### config.mk
export PLATFORM = sky130hd
export DESIGN_NAME = dhcp_option_lease_parser
export DESIGN_NICKNAME = d
export VERILOG_FILES = /design/src/rtl/dolp_pkg.sv /design/src/rtl/dolp_front.sv /design/src/rtl/dolp_queue.sv /design/src/rtl/dolp_back.sv /design/src/rtl/dhcp_option_lease_parser.sv
export SDC_FILE = /design/constraint.sdc
export NUM_CORES = 2
export LEC_CHECK = 0
export BUFFER_PORTS_ARGS = -buffer_cell sky130_fd_sc_hd__clkbuf_2
export CAP_MARGIN = 20
export CORE_MARGIN = 5
export CORE_UTILIZATION = 55
export CTS_CLUSTER_DIAMETER = 100
export DETAILED_ROUTE_END_ITERATION = 10
export GPL_ROUTABILITY_DRIVEN = 0
export GPL_TIMING_DRIVEN = 0
export PLACE_DENSITY_LB_ADDON = 0.08
export SLEW_MARGIN = 20
export SYNTH_ARGS = -nofsm -noshare
export SYNTH_HDL_FRONTEND = slang
export SYNTH_SLANG_ARGS = --single-unit
export TNS_END_PERCENT = 10
### constraint.sdc
create_clock -name clk -period 37.2 [get_ports clk]
set_input_delay 5.58 -clock clk [delete_from_list [all_inputs] [get_ports clk]]
set_output_delay 5.58 -clock clk [all_outputs]
set_load 0.01 [all_outputs]
### src/rtl/dolp_pkg.sv
// Shared types, option tags and result codes for the DHCP option lease parser.
// No dependencies; imported by every module of the block.
package dolp_pkg;

    // Option tags
    localparam logic [7:0] TAG_PAD    = 8'd0;
    localparam logic [7:0] TAG_MASK   = 8'd1;
    localparam logic [7:0] TAG_ROUTER = 8'd3;
    localparam logic [7:0] TAG_DNS    = 8'd6;
    localparam logic [7:0] TAG_LEASE  = 8'd51;
    localparam logic [7:0] TAG_TYPE   = 8'd53;
    localparam logic [7:0] TAG_SERVER = 8'd54;
    localparam logic [7:0] TAG_T1     = 8'd58;
    localparam logic [7:0] TAG_T2     = 8'd59;
    localparam logic [7:0] TAG_END    = 8'd255;

    // Capture slots
    localparam int          NUM_SLOTS   = 8;
    localparam logic [2:0]  SLOT_TYPE   = 3'd0;
    localparam logic [2:0]  SLOT_MASK   = 3'd1;
    localparam logic [2:0]  SLOT_ROUTER = 3'd2;
    localparam logic [2:0]  SLOT_DNS    = 3'd3;
    localparam logic [2:0]  SLOT_SERVER = 3'd4;
    localparam logic [2:0]  SLOT_LEASE  = 3'd5;
    localparam logic [2:0]  SLOT_T1     = 3'd6;
    localparam logic [2:0]  SLOT_T2     = 3'd7;

    // Message types and defaults
    localparam logic [7:0]  MSG_NAK        = 8'd6;
    localparam logic [7:0]  WANTED_RESET   = 8'd2;
    localparam logic [31:0] LEASE_RESET    = 32'd3600;
    localparam logic [31:0] LEASE_FALLBACK = 32'd3600;
    localparam logic [31:0] MASK_DEFAULT   = 32'hFFFF_FF00;

    // Configuration register indexes
    localparam logic CFG_WANTED_TYPE   = 1'b0;
    localparam logic CFG_DEFAULT_LEASE = 1'b1;

    // Output word width: 230 payload bits padded to whole bytes
    localparam int OUT_BITS = 232;

    typedef enum logic [1:0] {
        ST_ACCEPT  = 2'd0,
        ST_NAK     = 2'd1,
        ST_NO_TYPE = 2'd2,
        ST_OTHER   = 2'd3
    } status_t;

    // Raw captures of one reply; values are zero where the flag is clear
    typedef struct packed {
        logic [7:0]  flags;
        logic [7:0]  msg_type;
        logic [31:0] mask;
        logic [31:0] router;
        logic [31:0] dns;
        logic [31:0] server;
        logic [31:0] lease;
        logic [31:0] t1;
        logic [31:0] t2;
    } capture_t;

    // Slot lookup: hit flag in bit 3, slot in bits 2:0
    function automatic logic [3:0] slot_of(input logic [7:0] tag);
        logic [3:0] res;
        unique case (tag)
            TAG_TYPE:   res = {1'b1, SLOT_TYPE};
            TAG_MASK:   res = {1'b1, SLOT_MASK};
            TAG_ROUTER: res = {1'b1, SLOT_ROUTER};
            TAG_DNS:    res = {1'b1, SLOT_DNS};
            TAG_SERVER: res = {1'b1, SLOT_SERVER};
            TAG_LEASE:  res = {1'b1, SLOT_LEASE};
            TAG_T1:     res = {1'b1, SLOT_T1};
            TAG_T2:     res = {1'b1, SLOT_T2};
            default:    res = 4'd0;
        endcase
        return res;
    endfunction

endpackage

### src/rtl/dolp_front.sv
// Front end: walks the option bytes, one word per cycle unless q_full, and keeps
// first captures. Needs dolp_pkg; pushes a capture record per reply to dolp_queue.
module dolp_front
    import dolp_pkg::*;
(
    input  logic       clk,
    input  logic       rst_n,
    input  logic       in_valid,
    input  logic [7:0] in_byte,
    input  logic       in_last,
    input  logic       q_full,
    output logic       in_ready,
    output logic       push,
    output capture_t   push_rec
);

    typedef enum logic [1:0] {PH_TAG, PH_LEN, PH_VAL, PH_STOP} phase_t;

    phase_t      phase_reg,  phase_next;
    logic [7:0]  tag_reg,    tag_next;
    logic [7:0]  len_reg,    len_next;
    logic [7:0]  left_reg,   left_next;
    logic [31:0] shift_reg,  shift_next;
    logic [7:0]  flags_reg,  flags_next;
    logic [7:0]  flags_upd;
    logic [31:0] vals_reg [NUM_SLOTS];

    logic        accept;
    logic        commit_en;
    logic [3:0]  slot_hit;
    logic [2:0]  slot;
    logic [31:0] commit_val;
    logic [7:0]  offset;
    logic [31:0] cur_val [NUM_SLOTS];

    assign in_ready = !q_full;
    assign accept   = in_valid && in_ready;
    assign slot_hit = slot_of(tag_reg);
    assign slot     = slot_hit[2:0];
    assign offset   = len_reg - left_reg;

    // Parser step
    always_comb
    begin
        phase_next = phase_reg;
        tag_next   = tag_reg;
        len_next   = len_reg;
        left_next  = left_reg;
        shift_next = shift_reg;
        commit_en  = 1'b0;
        commit_val = shift_reg;
        if (accept)
        begin
            unique case (phase_reg)
                PH_TAG:
                begin
                    if (in_byte == TAG_END)
                        phase_next = PH_STOP;
                    else if (in_byte != TAG_PAD)
                    begin
                        tag_next   = in_byte;
                        phase_next = PH_LEN;
                    end
                end
                PH_LEN:
                begin
                    len_next   = in_byte;
                    left_next  = in_byte;
                    shift_next = '0;
                    phase_next = (in_byte == 8'd0) ? PH_TAG : PH_VAL;
                end
                PH_VAL:
                begin
                    if (offset < 8'd4)
                        shift_next = {shift_reg[23:0], in_byte};
                    left_next = left_reg - 8'd1;
                    if (left_next == 8'd0)
                    begin
                        phase_next = PH_TAG;
                        // type needs one byte, the others four
                        if (slot_hit[3] && !flags_reg[slot] &&
                            (slot == SLOT_TYPE || len_reg[7:2] != 6'd0))
                            commit_en = 1'b1;
                        if (slot == SLOT_TYPE)
                        begin
                            // first value byte sits above the later ones
                            if (len_reg[7:2] != 6'd0)
                                commit_val = {24'd0, shift_next[31:24]};
                            else if (len_reg[1:0] == 2'd3)
                                commit_val = {24'd0, shift_next[23:16]};
                            else if (len_reg[1:0] == 2'd2)
                                commit_val = {24'd0, shift_next[15:8]};
                            else
                                commit_val = {24'd0, shift_next[7:0]};
                        end
                        else
                            commit_val = shift_next;
                    end
                end
                PH_STOP:
                begin
                end
                default:
                begin
                end
            endcase
        end
    end

    // Captures as they stand after this word
    always_comb
    begin
        flags_upd = flags_reg;
        if (commit_en)
            flags_upd[slot] = 1'b1;
        for (int i = 0; i < NUM_SLOTS; i++)
        begin
            if (commit_en && slot == i[2:0])
                cur_val[i] = commit_val;
            else
                cur_val[i] = vals_reg[i];
            if (!flags_upd[i])
                cur_val[i] = '0;
        end
        flags_next = (accept && in_last) ? 8'd0 : flags_upd;
    end

    // Record pushed into the queue on the last word
    assign push              = accept && in_last;
    assign push_rec.flags    = flags_upd;
    assign push_rec.msg_type = cur_val[SLOT_TYPE][7:0];
    assign push_rec.mask     = cur_val[SLOT_MASK];
    assign push_rec.router   = cur_val[SLOT_ROUTER];
    assign push_rec.dns      = cur_val[SLOT_DNS];
    assign push_rec.server   = cur_val[SLOT_SERVER];
    assign push_rec.lease    = cur_val[SLOT_LEASE];
    assign push_rec.t1       = cur_val[SLOT_T1];
    assign push_rec.t2       = cur_val[SLOT_T2];

    // Parser state; cleared after the last word of each reply
    always_ff @(posedge clk or negedge rst_n)
    begin
        if (!rst_n)
        begin
            phase_reg <= PH_TAG;
            tag_reg   <= '0;
            len_reg   <= '0;
            left_reg  <= '0;
            shift_reg <= '0;
            flags_reg <= '0;
        end
        else if (accept && in_last)
        begin
            phase_reg <= PH_TAG;
            tag_reg   <= '0;
            len_reg   <= '0;
            left_reg  <= '0;
            shift_reg <= '0;
            flags_reg <= '0;
        end
        else
        begin
            phase_reg <= phase_next;
            tag_reg   <= tag_next;
            len_reg   <= len_next;
            left_reg  <= left_next;
            shift_reg <= shift_next;
            flags_reg <= flags_next;
        end
    end

    // Captured values; flags mark which are live
    always_ff @(posedge clk)
    begin
        if (commit_en)
            vals_reg[slot] <= commit_val;
    end

    a_clear_on_last: assert property (@(posedge clk) disable iff (!rst_n)
        accept && in_last |=> flags_reg == 8'd0 && phase_reg == PH_TAG)
        else $error("parser state not cleared after last word");

    a_stop_holds: assert property (@(posedge clk) disable iff (!rst_n)
        accept && !in_last && phase_reg == PH_STOP |=> phase_reg == PH_STOP)
        else $error("parser left the stopped phase before last word");

    a_flags_keep: assert property (@(posedge clk) disable iff (!rst_n)
        accept && !in_last |=> (flags_reg & $past(flags_reg)) == $past(flags_reg))
        else $error("capture flag dropped within a reply");

endmodule

### src/rtl/dolp_queue.sv
// Two-entry queue of capture records between the parser and the finisher.
// Depends on dolp_pkg.
module dolp_queue
    import dolp_pkg::*;
(
    input  logic     clk,
    input  logic     rst_n,
    input  logic     push,
    input  capture_t push_rec,
    input  logic     pop,
    output logic     full,
    output logic     head_valid,
    output capture_t head_rec
);

    capture_t   mem [2];
    logic       wr_ptr_reg, wr_ptr_next;
    logic       rd_ptr_reg, rd_ptr_next;
    logic [1:0] count_reg,  count_next;
    logic       do_push, do_pop;

    assign full       = count_reg == 2'd2;
    assign head_valid = count_reg != 2'd0;
    assign head_rec   = mem[rd_ptr_reg];
    assign do_push    = push && !full;
    assign do_pop     = pop && head_valid;

    // Pointer and fill count update
    always_comb
    begin
        wr_ptr_next = do_push ? !wr_ptr_reg : wr_ptr_reg;
        rd_ptr_next = do_pop ? !rd_ptr_reg : rd_ptr_reg;
        count_next  = count_reg;
        if (do_push && !do_pop)
            count_next = count_reg + 2'd1;
        else if (do_pop && !do_push)
            count_next = count_reg - 2'd1;
    end

    always_ff @(posedge clk or negedge rst_n)
    begin
        if (!rst_n)
        begin
            wr_ptr_reg <= 1'b0;
            rd_ptr_reg <= 1'b0;
            count_reg  <= 2'd0;
        end
        else
        begin
            wr_ptr_reg <= wr_ptr_next;
            rd_ptr_reg <= rd_ptr_next;
            count_reg  <= count_next;
        end
    end

    always_ff @(posedge clk)
    begin
        if (do_push)
            mem[wr_ptr_reg] <= push_rec;
    end

    a_count_range: assert property (@(posedge clk) disable iff (!rst_n)
        count_reg != 2'd3 && (count_reg == 2'd1) == (wr_ptr_reg != rd_ptr_reg))
        else $error("queue count and pointers disagree");

endmodule

### src/rtl/dolp_back.sv
// Back end: turns a capture record into status, defaults and clamped timers.
// Depends on dolp_pkg; two registered stages, the second is the output register.
module dolp_back
    import dolp_pkg::*;
(
    input  logic                clk,
    input  logic                rst_n,
    input  logic [7:0]          wanted_type,
    input  logic [31:0]         default_lease,
    input  logic                head_valid,
    input  capture_t            head_rec,
    output logic                pop,
    output logic                out_valid,
    input  logic                out_ready,
    output logic [OUT_BITS-1:0] out_data
);

    // Stage A
    logic        a_valid_reg;
    status_t     a_status_reg;
    logic [3:0]  a_found_reg;
    logic [31:0] a_mask_reg, a_router_reg, a_dns_reg, a_server_reg;
    logic [31:0] a_lease_reg, a_t1_reg, a_t2_reg;
    // Stage B (output)
    logic        b_valid_reg;
    status_t     b_status_reg;
    logic [3:0]  b_found_reg;
    logic [31:0] b_mask_reg, b_router_reg, b_dns_reg, b_server_reg;
    logic [31:0] b_lease_reg, b_t1_reg, b_t2_reg;

    logic        a_ready, b_ready;
    status_t     status_next;
    logic [31:0] lease_next, t1_next, t2_next, mask_next;
    logic [34:0] lease_x7;
    logic [31:0] t2_final;

    assign b_ready = !b_valid_reg || out_ready;
    assign a_ready = !a_valid_reg || b_ready;
    assign pop     = head_valid && a_ready;

    // Status, mask and lease defaults, T1 clamp, T2 default
    always_comb
    begin
        if (!head_rec.flags[SLOT_TYPE])
            status_next = ST_NO_TYPE;
        else if (head_rec.msg_type == MSG_NAK)
            status_next = ST_NAK;
        else if (head_rec.msg_type != wanted_type)
            status_next = ST_OTHER;
        else
            status_next = ST_ACCEPT;

        mask_next = (head_rec.mask == 32'd0) ? MASK_DEFAULT : head_rec.mask;

        if (head_rec.lease != 32'd0)
            lease_next = head_rec.lease;
        else if (default_lease != 32'd0)
            lease_next = default_lease;
        else
            lease_next = LEASE_FALLBACK;

        if (head_rec.t1 == 32'd0 || head_rec.t1 > lease_next)
            t1_next = {1'b0, lease_next[31:1]};
        else
            t1_next = head_rec.t1;

        // lease * 7 kept exact in 35 bits
        lease_x7 = {lease_next, 3'b000} - {3'b000, lease_next};
        t2_next  = (head_rec.t2 == 32'd0) ? lease_x7[34:3] : head_rec.t2;
    end

    // T2 ordering check
    assign t2_final = (a_t2_reg < a_t1_reg || a_t2_reg > a_lease_reg) ? a_lease_reg
                                                                      : a_t2_reg;

    always_ff @(posedge clk or negedge rst_n)
    begin
        if (!rst_n)
        begin
            a_valid_reg <= 1'b0;
            b_valid_reg <= 1'b0;
        end
        else
        begin
            if (a_ready)
                a_valid_reg <= head_valid;
            if (b_ready)
                b_valid_reg <= a_valid_reg;
        end
    end

    always_ff @(posedge clk)
    begin
        if (pop)
        begin
            a_status_reg <= status_next;
            a_found_reg  <= {head_rec.flags[SLOT_MASK], head_rec.flags[SLOT_SERVER],
                             head_rec.flags[SLOT_DNS], head_rec.flags[SLOT_ROUTER]};
            a_mask_reg   <= mask_next;
            a_router_reg <= head_rec.router;
            a_dns_reg    <= head_rec.dns;
            a_server_reg <= head_rec.server;
            a_lease_reg  <= lease_next;
            a_t1_reg     <= t1_next;
            a_t2_reg     <= t2_next;
        end
        if (b_ready && a_valid_reg)
        begin
            b_status_reg <= a_status_reg;
            b_found_reg  <= a_found_reg;
            b_mask_reg   <= a_mask_reg;
            b_router_reg <= a_router_reg;
            b_dns_reg    <= a_dns_reg;
            b_server_reg <= a_server_reg;
            b_lease_reg  <= a_lease_reg;
            b_t1_reg     <= a_t1_reg;
            b_t2_reg     <= t2_final;
        end
    end

    assign out_valid = b_valid_reg;
    assign out_data  = {2'b00, b_t2_reg, b_t1_reg, b_lease_reg, b_server_reg,
                        b_dns_reg, b_router_reg, b_mask_reg, b_found_reg, b_status_reg};

    a_t2_order: assert property (@(posedge clk) disable iff (!rst_n)
        b_valid_reg |-> b_t2_reg <= b_lease_reg && b_t1_reg <= b_lease_reg)
        else $error("timer above lease on output");

endmodule

### src/rtl/dhcp_option_lease_parser.sv
// Top level of the DHCP option lease parser: configuration registers and wiring.
// Depends on dolp_pkg, dolp_front, dolp_queue and dolp_back.
//
// Takes the options area of a DHCP reply one byte per word on the s_ side,
// s_tlast on the final byte, at one word per cycle while the queue is not
// full. On the final byte the parser hands its captures to a two-entry
// queue; a two-stage finisher applies the mask, lease and T1/T2 defaults and
// clamps and presents one result word on the m_ side, m_tvalid rising once
// that last byte has passed the queue write, the finisher stage and the output
// register. Input back-pressure only arises when the queue is full, i.e. when
// results are not being taken. Configuration writes are registered and should
// be made while no reply is in flight.
module dhcp_option_lease_parser
    import dolp_pkg::*;
(
    input  logic                clk,
    input  logic                rst_n,
    // stream in
    input  logic                s_tvalid,
    output logic                s_tready,
    input  logic [7:0]          s_tdata,   // [7:0] opt_byte
    input  logic                s_tlast,   // last
    // stream out
    output logic                m_tvalid,
    input  logic                m_tready,
    output logic [OUT_BITS-1:0] m_tdata,   // [1:0] status, [5:2] found_flags,
                                           // [37:6] net_mask, [69:38] router_addr,
                                           // [101:70] dns_addr, [133:102] server_addr,
                                           // [165:134] lease_time, [197:166] renew_time,
                                           // [229:198] rebind_time, [231:230] zero
    // configuration
    input  logic                cfg_we,
    input  logic                cfg_index,
    input  logic [31:0]         cfg_data
);

    logic [7:0]  wanted_type_reg;
    logic [31:0] default_lease_reg;
    logic        q_full, push, head_valid, pop;
    capture_t    push_rec, head_rec;

    // Configuration registers
    always_ff @(posedge clk or negedge rst_n)
    begin
        if (!rst_n)
        begin
            wanted_type_reg   <= WANTED_RESET;
            default_lease_reg <= LEASE_RESET;
        end
        else if (cfg_we)
        begin
            case (cfg_index)
                CFG_WANTED_TYPE:   wanted_type_reg   <= cfg_data[7:0];
                CFG_DEFAULT_LEASE: default_lease_reg <= cfg_data;
                default:           ;
            endcase
        end
    end

    dolp_front u_front (
        .clk      (clk),
        .rst_n    (rst_n),
        .in_valid (s_tvalid),
        .in_byte  (s_tdata),
        .in_last  (s_tlast),
        .q_full   (q_full),
        .in_ready (s_tready),
        .push     (push),
        .push_rec (push_rec)
    );

    dolp_queue u_queue (
        .clk        (clk),
        .rst_n      (rst_n),
        .push       (push),
        .push_rec   (push_rec),
        .pop        (pop),
        .full       (q_full),
        .head_valid (head_valid),
        .head_rec   (head_rec)
    );

    dolp_back u_back (
        .clk           (clk),
        .rst_n         (rst_n),
        .wanted_type   (wanted_type_reg),
        .default_lease (default_lease_reg),
        .head_valid    (head_valid),
        .head_rec      (head_rec),
        .pop           (pop),
        .out_valid     (m_tvalid),
        .out_ready     (m_tready),
        .out_data      (m_tdata)
    );

endmodule

==> reports/qor.yml <==
status: "finished clean"
cts_sinks: 1278
fin_tns_setup_ps: 0
holdBufCountCts: 0
vias: 32616
largest_register_ffs: 474
diodes: 0
nNetsFinal: 4239
grt_max_degree: 103
cp_max_fo: 10
grt_overflow: 0
drtIter0Drc: 3938
fp.dieH_um: 321
finClkSkew_ps: 24.3
hold_class: "reg -> reg"
drive_gt1_share_pct: 19.3
cp-start-kind: "flip-flop"
dp.cells: 5214
fmax_mhz: 116
syn_area_um2: 53200
wire_per_inst_um: 26.0
clock_latency_ps: 740
fp-row-count: 114
synthFlopType: "edfxtp_1"
syn_inst: 3614
dieWidth_um: 321
synth_seq_cells: 1278
setup-violations-final: 0
areaGrowthSynthToFinish_pct: 14.9
cts_buffers: 132
antenna_found_initial: 5
track_usage_pct: 27.1
drc: 0
grt_pass1_vias: 31801
wl_mm: 142
postSynthAreaPerCell_um2: 14.7
core_region_area_um2: 96300
die_area_um2: 103000
p_per_area_nw_per_um2: 79.7
rsz0062_at_grt: "no"
avgViaCountPerCell: 5.98
async_reset_ff_share_pct: 8.76
min_period_over_period_pct: 23.2
tightestPinTransition_ps: 1350
slew_headroom_pct: 9.86
drtPass1Iterations: 6
post-cts-setup-buffers: 0
cp-end-kind: "flip-flop"
synth_cell_types: 96
cts_htree_levels: 4
crit_arrival_ps: 9010
num_io_pins: 281
ant_nets: 0
finalCriticalPeriod_ps: 8630
cts.reportedPaths.clkPinSlew_ps: 60
cts_tree: "done"
seq_area_frac_synth_pct: 71.1
grt_pass1_wl_mm: 206
maxCapViolCount: 0
ir_worst_vdd_uv: 80.5
start_util_pct: 55.2
crit_required_ps: 37580
finalMaxSlewViolations: 0
critPathKind: "reg -> reg"
clockRootBuffer: "clkbuf_16"
yosys_warnings: 0
cts_buffer_depth: 3
power.leakage_uw: 0.0221
final_cells: 5457
cts_resized: 0
nFillCells: 7230
synth_edf_count: 1166
port_buffers: 278
hold_viol: 0
hpwl_mm: 103
==> synth_stat cells, drive strengths merged, types with 65 or more instances <==
master / count / area (um^2)
ha: 118 / 1480
nand2: 329 / 1240
o21ai: 350 / 1750
a21oi: 76 / 388
mux2i: 145 / 1450
nand3: 65 / 325
edfxtp: 1166 / 35000
nor2: 87 / 344
inv: 189 / 709
dfrtp: 107 / 2680
clkbuf: 113 / 425
mux2: 206 / 2320
==> final cells by class <==
class                      count  area (um^2)  share of cell area, %
buffer                       156          644                   1.05
clock buffer                 175         3570                   5.84
clock inverter                66          522                  0.854
inverter                     191          729                   1.19
multi-input combinational   1990        14100                   23.0
sequential                  1278        37800                   61.9
tap                         1276         1600                   2.61
timing repair buffer         325         2140                   3.51
==> stage by stage <==
step / setup WS, ps / power [uW] / hold WS (ps) / util (%) / cell area (um^2)
floorplan: 20410 / 3160 / 400 / - / 53200
global placement: 13720 / 3700 / 403 / 58.3 / 56200
detailed placement: 27970 / 3640 / 405 / 59.2 / 57000
CTS: 28680 / 4900 / 403 / 63.4 / 61100
global route: 28380 / 5120 / 419 / 63.5 / 61100
finish: 28570 / 4870 / 404 / 63.5 / 61100
==> path summary, 6_finish.rpt <==
check,startpoint,end,slack [ps],cells after the start
setup / recovery,u_queue.rd_ptr_reg,u_back.a_t1_reg[30],28570,26
hold / removal,u_back.a_server_reg[25],u_back.b_server_reg[25],400,0
setup reg to reg,u_queue.rd_ptr_reg,u_back.a_t1_reg[30],28570,26
hold reg to reg,u_back.a_server_reg[25],u_back.b_server_reg[25],400,0
max in group asynchronous,rst_n,default_lease_reg[10],31590,2
min in group asynchronous,rst_n,u_front.len_reg[5],4810,1
==> worst max-delay path, cell delays in order (launching register included) <==
cell and delay [ps]:
dfrtp_1 400, buf_6 170, buf_2 250, buf_2 380, buf_2 470, buf_1 770, buf_2 450, buf_2 450
buf_2 300, buf_2 360, buf_1 370, a221oi_1 340, ha_1 410, a21o_1 160, a21o_1 170, a21o_1 170
a21o_1 180, a2111oi_0 700, nor2_1 80, nor2_1 130, o31ai_1 120, a2111oi_0 310, a21oi_1 160, a21o_1 170
clkbuf_1 250, buf_2 330, mux2i_1 220
==> placed cells by master (no fill, tap or decap), types with 14 or more instances in the layout <==
cell | Yosys | layout
a31oi_1 | 22 | 22
nand2_1 | 328 | 328
mux2_2 | 206 | 206
buf_2 | 27 | 32
xnor2_1 | 49 | 49
nand2b_1 | 27 | 27
a221oi_1 | 16 | 16
and3_1 | 14 | 14
inv_1 | 187 | 179
mux2i_1 | 145 | 145
and2_1 | 17 | 15
nand4_1 | 34 | 34
ha_1 | 118 | 118
clkinv_1 | 1 | 30
xor2_1 | 21 | 21
nor4_1 | 47 | 47
edfxtp_1 | 1166 | 1166
a21oi_1 | 74 | 74
nor2_1 | 84 | 83
clkbuf_1 | 112 | 147
clkbuf_2 | 1 | 279
a22o_1 | 41 | 41
maj3_1 | 14 | 14
a21o_1 | 50 | 50
nor3_1 | 33 | 32
nand3_1 | 65 | 65
o21ai_0 | 337 | 337
nor2b_1 | 39 | 39
clkbuf_16 | 0 | 135
a22oi_1 | 27 | 18
dfrtp_1 | 107 | 107
==> power breakdown <==
group | internal (uW) | switching, uW
Clock | 714 | 537
Sequential | 2010 | 144
Combinational | 559 | 903
Total | 3290 | 1580
==> metal layers <==
metal  vias to the layer above  GRT usage, %  wire, um
li1                      14608             -         -
met1                     16101          37.0     57500
met2                      1549          43.4     66300
met3                       358          4.86     11300
met4                         0          11.8      6960
met5                         -             0         0
==> kinds of logic (layout without fill, tap and decap cells) <==
logic type,after synthesis,after routing,synth area share (%)
other cells,1,2,0.00705
mux,353,353,7.18
buf+inv,347,913,2.57
fa+ha+maj,132,132,3.04
flops,1278,1278,71.1
compound gates,694,694,8.22
simple gates,738,738,6.68
xor+xnor,71,71,1.18
Note: power is estimated with default switching activity, not from simulation.
